<file path="config.mk">
export PLATFORM = sky130hd
export DESIGN_NAME = query_string_splitter_decoder_core
export DESIGN_NICKNAME = d
export VERILOG_FILES = /design/src/hdl/qssd_pkg.sv /design/src/hdl/query_string_splitter_decoder_core.sv /design/src/hdl/qssd_decode.sv /design/src/hdl/qssd_out_queue.sv
export SDC_FILE = /design/constraint.sdc
export NUM_CORES = 1
export LEC_CHECK = 0
export ABC_AREA = 1
export BUFFER_PORTS_ARGS = -buffer_cell sky130_fd_sc_hd__buf_2
export CAP_MARGIN = 15
export CELL_PAD_IN_SITES_DETAIL_PLACEMENT = 2
export CELL_PAD_IN_SITES_GLOBAL_PLACEMENT = 2
export CORE_MARGIN = 2
export CORE_UTILIZATION = 33
export CTS_BUF_LIST = sky130_fd_sc_hd__clkbuf_16
export CTS_CLUSTER_DIAMETER = 150
export DETAILED_ROUTE_END_ITERATION = 8
export PLACE_DENSITY = 0.77
export REMOVE_ABC_BUFFERS = 1
export SETUP_SLACK_MARGIN = 0.05
export SLEW_MARGIN = 20
export SYNTH_ARGS = -nofsm -noshare
export SYNTH_HDL_FRONTEND = slang
export SYNTH_SLANG_ARGS = --single-unit
</file>
<file path="constraint.sdc">
create_clock -name clk -period 5.5 [get_ports clk]
set_input_delay 0.55 -clock clk [delete_from_list [all_inputs] [get_ports clk]]
set_output_delay 0.55 -clock clk [all_outputs]
set_load 0.05 [all_outputs]
</file>
<file path="src/hdl/qssd_pkg.sv">
// ============================================================================
// qssd_pkg
// Shared types, character codes and helpers for the query string splitter.
// ============================================================================
package qssd_pkg;

  localparam logic [7:0] ChPlus    = 8'h2B;
  localparam logic [7:0] ChSpace   = 8'h20;
  localparam logic [7:0] ChPercent = 8'h25;
  localparam logic [7:0] ChQuest   = 8'h3F;
  localparam logic [7:0] ChAmp     = 8'h26;
  localparam logic [7:0] ChEquals  = 8'h3D;

  localparam int MaxResults = 4;
  localparam int CntW       = $clog2(MaxResults + 1);

  typedef struct packed {
    logic       at_string_start;
    logic       value_part_active;
    logic       percent_pending;
    logic       held_digit_valid;
    logic [7:0] held_digit;
  } qssd_state_t;

  localparam qssd_state_t StateReset = '{
    at_string_start:   1'b1,
    value_part_active: 1'b0,
    percent_pending:   1'b0,
    held_digit_valid:  1'b0,
    held_digit:        8'h00
  };

  typedef struct packed {
    logic [7:0] out_byte;
    logic       out_byte_valid;
    logic       in_value_part;
    logic       entry_done;
    logic       entry_had_equals;
    logic       query_done;
  } qssd_result_t;

  typedef struct packed {
    logic [7:0] in_byte;
    logic       byte_present;
    logic       string_end;
  } qssd_item_t;

  // Returns {is_hex, nibble}.
  function automatic logic [4:0] hex_of(input logic [7:0] c);
    logic [4:0] r;
    r = 5'd0;
    if (c inside {[8'h30:8'h39]}) begin
      r = {1'b1, c[3:0]};
    end else if (c inside {[8'h41:8'h46], [8'h61:8'h66]}) begin
      r = {1'b1, c[3:0] + 4'd9};
    end
    return r;
  endfunction

  function automatic qssd_result_t mk_data(input logic [7:0] b, input logic vp);
    qssd_result_t r;
    r = '0;
    r.out_byte       = b;
    r.out_byte_valid = 1'b1;
    r.in_value_part  = vp;
    return r;
  endfunction

  function automatic qssd_result_t mk_marker(input logic eq, input logic qd);
    qssd_result_t r;
    r = '0;
    r.entry_done       = 1'b1;
    r.entry_had_equals = eq;
    r.query_done       = qd;
    return r;
  endfunction

endpackage

</file>
<file path="src/hdl/query_string_splitter_decoder_core.sv">
// ============================================================================
// query_string_splitter_decoder_core
// Splits a query string into key/value entries and decodes each part.
// ============================================================================
// Channel  Dir  Contents
// s_axis   in   tdata: in_byte; tuser: byte_present; tlast: string_end
// m_axis   out  tdata: out_byte, entry_done, entry_had_equals, query_done;
//               tuser: out_byte_valid, in_value_part; tlast: run_last
//
// An item waits in the input register, where it is decoded, and is loaded
// into the result register once that register is free. Its results then
// leave one per cycle while m_axis_tready is high; the next item is loaded
// as the last one is taken, and an item with no result leaves nothing.
// Reset is synchronous and empties both registers. Either side may stall at
// any time without loss.
module query_string_splitter_decoder_core
  import qssd_pkg::*;
(
  input  logic        clk,
  input  logic        rst,
  input  logic        s_axis_tvalid,
  output logic        s_axis_tready,
  input  logic [7:0]  s_axis_tdata,   // [7:0] in_byte
  input  logic        s_axis_tuser,   // [0] byte_present
  input  logic        s_axis_tlast,
  output logic        m_axis_tvalid,
  input  logic        m_axis_tready,
  output logic [15:0] m_axis_tdata,   // [7:0] out_byte, [8] entry_done,
                                      // [9] entry_had_equals, [10] query_done
  output logic [1:0]  m_axis_tuser,   // [0] out_byte_valid, [1] in_value_part
  output logic        m_axis_tlast
);

  qssd_item_t      item;
  logic            item_valid;
  qssd_state_t     st;
  qssd_state_t     st_next;
  qssd_result_t    dec_res [MaxResults];
  logic [CntW-1:0] dec_cnt;
  logic            can_load;
  logic            load;
  qssd_result_t    out_res;

  assign load          = item_valid && can_load;
  assign s_axis_tready = !item_valid || load;

  always_ff @(posedge clk) begin
    if (rst) begin
      item_valid <= 1'b0;
    end else if (s_axis_tready) begin
      item_valid <= s_axis_tvalid;
    end
  end

  always_ff @(posedge clk) begin
    if (s_axis_tready && s_axis_tvalid) begin
      item.in_byte      <= s_axis_tdata;
      item.byte_present <= s_axis_tuser;
      item.string_end   <= s_axis_tlast;
    end
  end

  always_ff @(posedge clk) begin
    if (rst) begin
      st <= StateReset;
    end else if (load) begin
      st <= st_next;
    end
  end

  qssd_decode u_decode (
    .item    (item),
    .st      (st),
    .st_next (st_next),
    .res     (dec_res),
    .res_cnt (dec_cnt)
  );

  qssd_out_queue u_queue (
    .clk       (clk),
    .rst       (rst),
    .load      (load),
    .load_res  (dec_res),
    .load_cnt  (dec_cnt),
    .can_load  (can_load),
    .out_valid (m_axis_tvalid),
    .out_ready (m_axis_tready),
    .out_res   (out_res),
    .out_last  (m_axis_tlast)
  );

  assign m_axis_tdata = {5'd0, out_res.query_done, out_res.entry_had_equals,
                         out_res.entry_done, out_res.out_byte};
  assign m_axis_tuser = {out_res.in_value_part, out_res.out_byte_valid};

endmodule

</file>
<file path="src/hdl/qssd_decode.sv">
// ============================================================================
// qssd_decode
// Works out all results of one input item and the next parser state.
// ============================================================================
module qssd_decode
  import qssd_pkg::*;
(
  input  qssd_item_t   item,
  input  qssd_state_t  st,
  output qssd_state_t  st_next,
  output qssd_result_t res [MaxResults],
  output logic [CntW-1:0] res_cnt
);

  always_comb begin
    qssd_state_t  s;
    logic [CntW-1:0] n;
    logic [4:0]   h;
    logic [4:0]   hh;
    logic         ending;
    logic         do_data;
    logic         do_fresh;
    logic         do_flush;
    s = st;
    n = '0;
    for (int i = 0; i < MaxResults; i++) begin
      res[i] = '0;
    end
    h        = hex_of(item.in_byte);
    hh       = hex_of(st.held_digit);
    ending   = item.string_end || !item.byte_present;
    do_data  = 1'b0;
    do_fresh = 1'b0;
    do_flush = 1'b0;

    if (item.byte_present) begin
      if (st.at_string_start && item.in_byte == ChQuest) begin
        s.at_string_start = 1'b0;
      end else begin
        s.at_string_start = 1'b0;
        if (item.in_byte == ChAmp || (item.in_byte == ChEquals && !st.value_part_active)) begin
          do_flush = 1'b1;
        end else begin
          do_data = 1'b1;
          if (!st.percent_pending) begin
            do_fresh = 1'b1;
          end else if (!st.held_digit_valid) begin
            if (h[4]) begin
              s.held_digit       = item.in_byte;
              s.held_digit_valid = 1'b1;
            end else begin
              do_flush = 1'b1;
              do_fresh = 1'b1;
            end
          end else if (h[4]) begin
            s.percent_pending  = 1'b0;
            s.held_digit_valid = 1'b0;
            s.held_digit       = 8'h00;
            res[n[1:0]] = mk_data({hh[3:0], h[3:0]}, s.value_part_active);
            n = n + CntW'(1);
          end else begin
            do_flush = 1'b1;
            do_fresh = 1'b1;
          end
        end
      end
    end

    if (do_flush && s.percent_pending) begin
      res[n[1:0]] = mk_data(ChPercent, s.value_part_active);
      n = n + CntW'(1);
      if (s.held_digit_valid) begin
        res[n[1:0]] = mk_data(s.held_digit, s.value_part_active);
        n = n + CntW'(1);
      end
    end
    if (do_flush) begin
      s.percent_pending  = 1'b0;
      s.held_digit_valid = 1'b0;
      s.held_digit       = 8'h00;
    end

    if (do_fresh) begin
      if (item.in_byte == ChPercent) begin
        s.percent_pending  = 1'b1;
        s.held_digit_valid = 1'b0;
      end else if (item.in_byte == ChPlus) begin
        res[n[1:0]] = mk_data(ChSpace, s.value_part_active);
        n = n + CntW'(1);
      end else begin
        res[n[1:0]] = mk_data(item.in_byte, s.value_part_active);
        n = n + CntW'(1);
      end
    end

    if (item.byte_present && !do_data && do_flush) begin
      if (item.in_byte == ChAmp) begin
        res[n[1:0]] = mk_marker(s.value_part_active, 1'b0);
        n = n + CntW'(1);
        s.value_part_active = 1'b0;
      end else begin
        s.value_part_active = 1'b1;
      end
    end

    if (ending) begin
      if (s.percent_pending) begin
        res[n[1:0]] = mk_data(ChPercent, s.value_part_active);
        n = n + CntW'(1);
        if (s.held_digit_valid) begin
          res[n[1:0]] = mk_data(s.held_digit, s.value_part_active);
          n = n + CntW'(1);
        end
      end
      res[n[1:0]] = mk_marker(s.value_part_active, 1'b1);
      n = n + CntW'(1);
      s = StateReset;
    end

    st_next = s;
    res_cnt = n;
  end

endmodule

</file>
<file path="src/hdl/qssd_out_queue.sv">
// ============================================================================
// qssd_out_queue
// Result register for one item's burst of results, drained one per cycle while out_ready is high.
// ============================================================================
module qssd_out_queue
  import qssd_pkg::*;
(
  input  logic            clk,
  input  logic            rst,
  input  logic            load,
  input  qssd_result_t    load_res [MaxResults],
  input  logic [CntW-1:0] load_cnt,
  output logic            can_load,
  output logic            out_valid,
  input  logic            out_ready,
  output qssd_result_t    out_res,
  output logic            out_last
);

  qssd_result_t    res [MaxResults];
  logic [CntW-1:0] cnt;
  logic            take;

  assign take      = out_valid && out_ready;
  assign out_valid = cnt != '0;
  assign out_res   = res[0];
  assign out_last  = cnt == CntW'(1);
  assign can_load  = (cnt == '0) || (out_last && out_ready);

  always_ff @(posedge clk) begin
    if (rst) begin
      cnt <= '0;
    end else if (load) begin
      cnt <= load_cnt;
    end else if (take) begin
      cnt <= cnt - CntW'(1);
    end
  end

  always_ff @(posedge clk) begin
    if (load) begin
      res <= load_res;
    end else if (take) begin
      for (int i = 0; i < MaxResults - 1; i++) begin
        res[i] <= res[i + 1];
      end
    end
  end

endmodule

</file>
==> impl_metrics.tcl <==
set metrics [dict create \
    slew-limit-headroom_pct 41.1 \
    synth_top_area_cell "edfxtp_1" \
    powerDensity_nw_per_um2 413 \
    dpl_cell_area_um2 5960 \
    dp_slack_ns -0.0282 \
    ys_ff_latch 78 \
    synth_common_cells "nand2_1, inv_1, nor2_1, edfxtp_1, o21ai_0" \
    cp_common_cell "ha_1" \
    cap_violations 0 \
    finalHoldViolations 0 \
    clk_latency_ns 0.36 \
    r2r_cells 30 \
    clockBufferDepth 2 \
    multi_input_area_um2 2870 \
    yosysSeqAreaShare_pct 39.5 \
    power.leakage_nw 2.66 \
    netlist_top_cells_area "edfxtp_1, nand2_1, ha_1, inv_1, dfxtp_1" \
    avgViaCountPerCell 5.48 \
    layoutNonFillerInstCount 980 \
    first_pass_iters 5 \
    synth_cell_types 49 \
    synthesis.area_um2 5530 \
    dp_cells 949 \
    yosysWarnings 0 \
    hp-class "input pin to flip-flop" \
    die_x_um 133 \
    cp_max_fo 11 \
    ant_nets 0 \
    finalSetupTns_ns 0 \
    syn_inst 706 \
    startpoint "item[2]$_DFFE_PP_" \
    core_area_um2 16500 \
    critical_path_class "flip-flop to flip-flop" \
    syn_area_per_cell_um2 7.83 \
    post-dp-hpwl_um 17000 \
    min_period_ns 5.30 \
    endpoint "u_queue.res[17]$_DFFE_PP_" \
    worst_slack_ns 0.196 \
    path_clk_slew_ns 0.06 \
    final-seq-area_um2 2180 \
    area.growth.synth_to_final_pct 17.1 \
    crit_path_top_delay_cell "edfxtp_1" \
    gr-usage-met3_pct 3.12 \
    post_drt_wl_per_cell_um 22.8 \
    critPathMaxStageDelay_ns 0.42 \
    start_kind "flip-flop" \
    overflow 0 \
    cts_max_level 3 \
    die_area_um2 17800 \
    num_io_pins 35 \
    grt.total_usage_pct 25.7 \
    synth.most_common_cell "nand2_1" \
    drc 0 \
    grt_busiest_layer "met2" \
    grt_max_degree 55 \
    worst_slew_pin_slew_ns 0.883 \
    first_iter_violations 287 \
    grt_pass1_vias 5861 \
    cp.arrival_ns 5.41 \
    worst_hold_slack_ns 0.369 \
    worst_ep_required_time_ns 5.60 \
    reg2reg_setup_slack_ns 0.20 \
    synth_edf_count 62 \
    final_nets 801 \
    period_share_pct 96.4 \
    diodes 0 \
    cts_root_buffer "clkbuf_16" \
    r2r-end "u_queue.res[17]$_DFFE_PP_" \
    port_buffers 29 \
    reg2reg_from "item[2]$_DFFE_PP_" \
    rows 47 \
    synth_top_cell_area_share_pct 33.7 \
    final-setup-viol-count 0 \
    die_h_um 133 \
    max_freq_ghz 0.189 \
    status "complete, no violations" \
    antenna_found_initial 0 \
    peakVddDrop_mv 0.228 \
    grt_pass1_wl_um 34300 \
    maxSlewViolCount 0 \
    initial_core_util_pct 33.6 \
    vias 5374 \
    numCtsBuffers 9 \
    cts_tree "yes" \
    rsz0062_at_grt "yes" \
    wl_um 22400 \
    met2_usage_pct 43.3 \
    nFillCells 1912 \
    drive_above_1_share_pct 19.9 \
    synth-main-ff-cell "edfxtp_1" \
    gp_congestion 0.932 \
    cts_sinks 78 \
    met1_usage_pct 32.4 \
    hold_depth 1 \
    finalInstanceArea_um2 6470 \
    fin_skew_ns 0.0131 \
    cp-end-kind "flip-flop" \
    async_flop_share_pct 0 \
]
## critical path: cells and delay by family (launching register included)
kind / cells / cell delay (ns)
and+or+nand+nor: 7 / 0.73
buffers and inverters: 9 / 1.05
DFF: 1 / 0.42
adders and majority gates: 7 / 1.86
AOI/OAI and AO/OA: 7 / 0.98
## power breakdown
part / internal (mW) / switching (mW)
clock network: 0.442 / 0.266
logic: 0.255 / 0.713
registers: 0.917 / 0.0804
total: 1.61 / 1.06
## registers in the layout (all words and copies together) (netlist names)
| signal | flops |
|---|---|
| u_queue.out_res | 13 |
| st | 12 |
| u_queue.cnt | 3 |
| item_valid | 1 |
| u_queue.res | 39 |
| item | 10 |
## per-layer routing
| metal | up-vias | part of all wire, % | wire [um] |
|---|---|---|---|
| met5 | - | 0 | 0 |
| met4 | 0 | 3.9 | 881 |
| met3 | 42 | 3.0 | 677 |
| met2 | 106 | 49 | 11000 |
| met1 | 2760 | 44 | 9850 |
| li1 | 2466 | - | - |
## layout by cell type, fill, tap and decap left out, drive strengths merged, types with 2 or more instances in the layout
cell,instances
nand2,169
inv,98
nor2,74
buf,67
edfxtp,62
o21ai,57
a21oi,46
nand3,41
ha,32
dfxtp,16
o211ai,12
o221ai,11
clkbuf,9
nor3,7
xor2,6
clkinv,6
nand4,5
a22oi,5
a32o,5
conb,5
o22ai,4
o31ai,3
a32oi,3
a31oi,3
bufinv,3
a22o,2
o311ai,2
nand3b,2
## what timing repair did
action / CTS / global route
gates resized for setup: 6 / 22
endpoints found under the setup margin: 26 / 53
cloned: 0 / 0
hold endpoints to repair: 0 / 0
buffers inserted: 4 / 11
hold buffers: 0 / 0
pin swaps: 0 / 8
## worst min-delay path by stage
stage | from | endpoint | slack [ns]
after detailed placement | st[6]$_SDFFE_PP0P_ | st[6]$_SDFFE_PP0P_ | 0.50
final | s_axis_tdata[6] | item[8]$_DFFE_PP_ | 0.37
after global routing | s_axis_tdata[5] | item[7]$_DFFE_PP_ | 0.36
after global placement | st[3]$_SDFFE_PP0P_ | st[3]$_SDFFE_PP0P_ | 0.48
after floorplan | st[11]$_SDFFE_PP1P_ | st[11]$_SDFFE_PP1P_ | 0.44
after CTS | s_axis_tdata[6] | item[8]$_DFFE_PP_ | 0.36
## stage by stage
step / utilization (%) / power (mW)
2_1_floorplan: - / 1.62
6_report: 39.3 / 2.67
4_1_cts: 38.5 / 2.67
3_5_place_dp: 36.2 / 1.95
5_1_grt: 39.3 / 2.80
3_3_place_gp: 36.2 / 1.90
## kinds of logic after synthesis
logic type | synth area share [%]
AO/OA/AOI/OAI | 17.9
XOR/XNOR | 1.24
adder cells (fa/ha/maj) | 7.24
buffers and inverters | 10.3
flip-flops | 39.5
other | 0.0678
AND/OR/NAND/NOR | 23.7
## area by class of cell
cell class,instances,area share [%]
Multi-Input combinational cell,499,44.4
Tap cell,220,4.25
Sequential cell,78,33.7
Timing Repair Buffer,67,6.65
Clock buffer,9,3.48
Inverter,100,5.82
Clock inverter,7,1.72
Power figures use the tool's default switching activity.
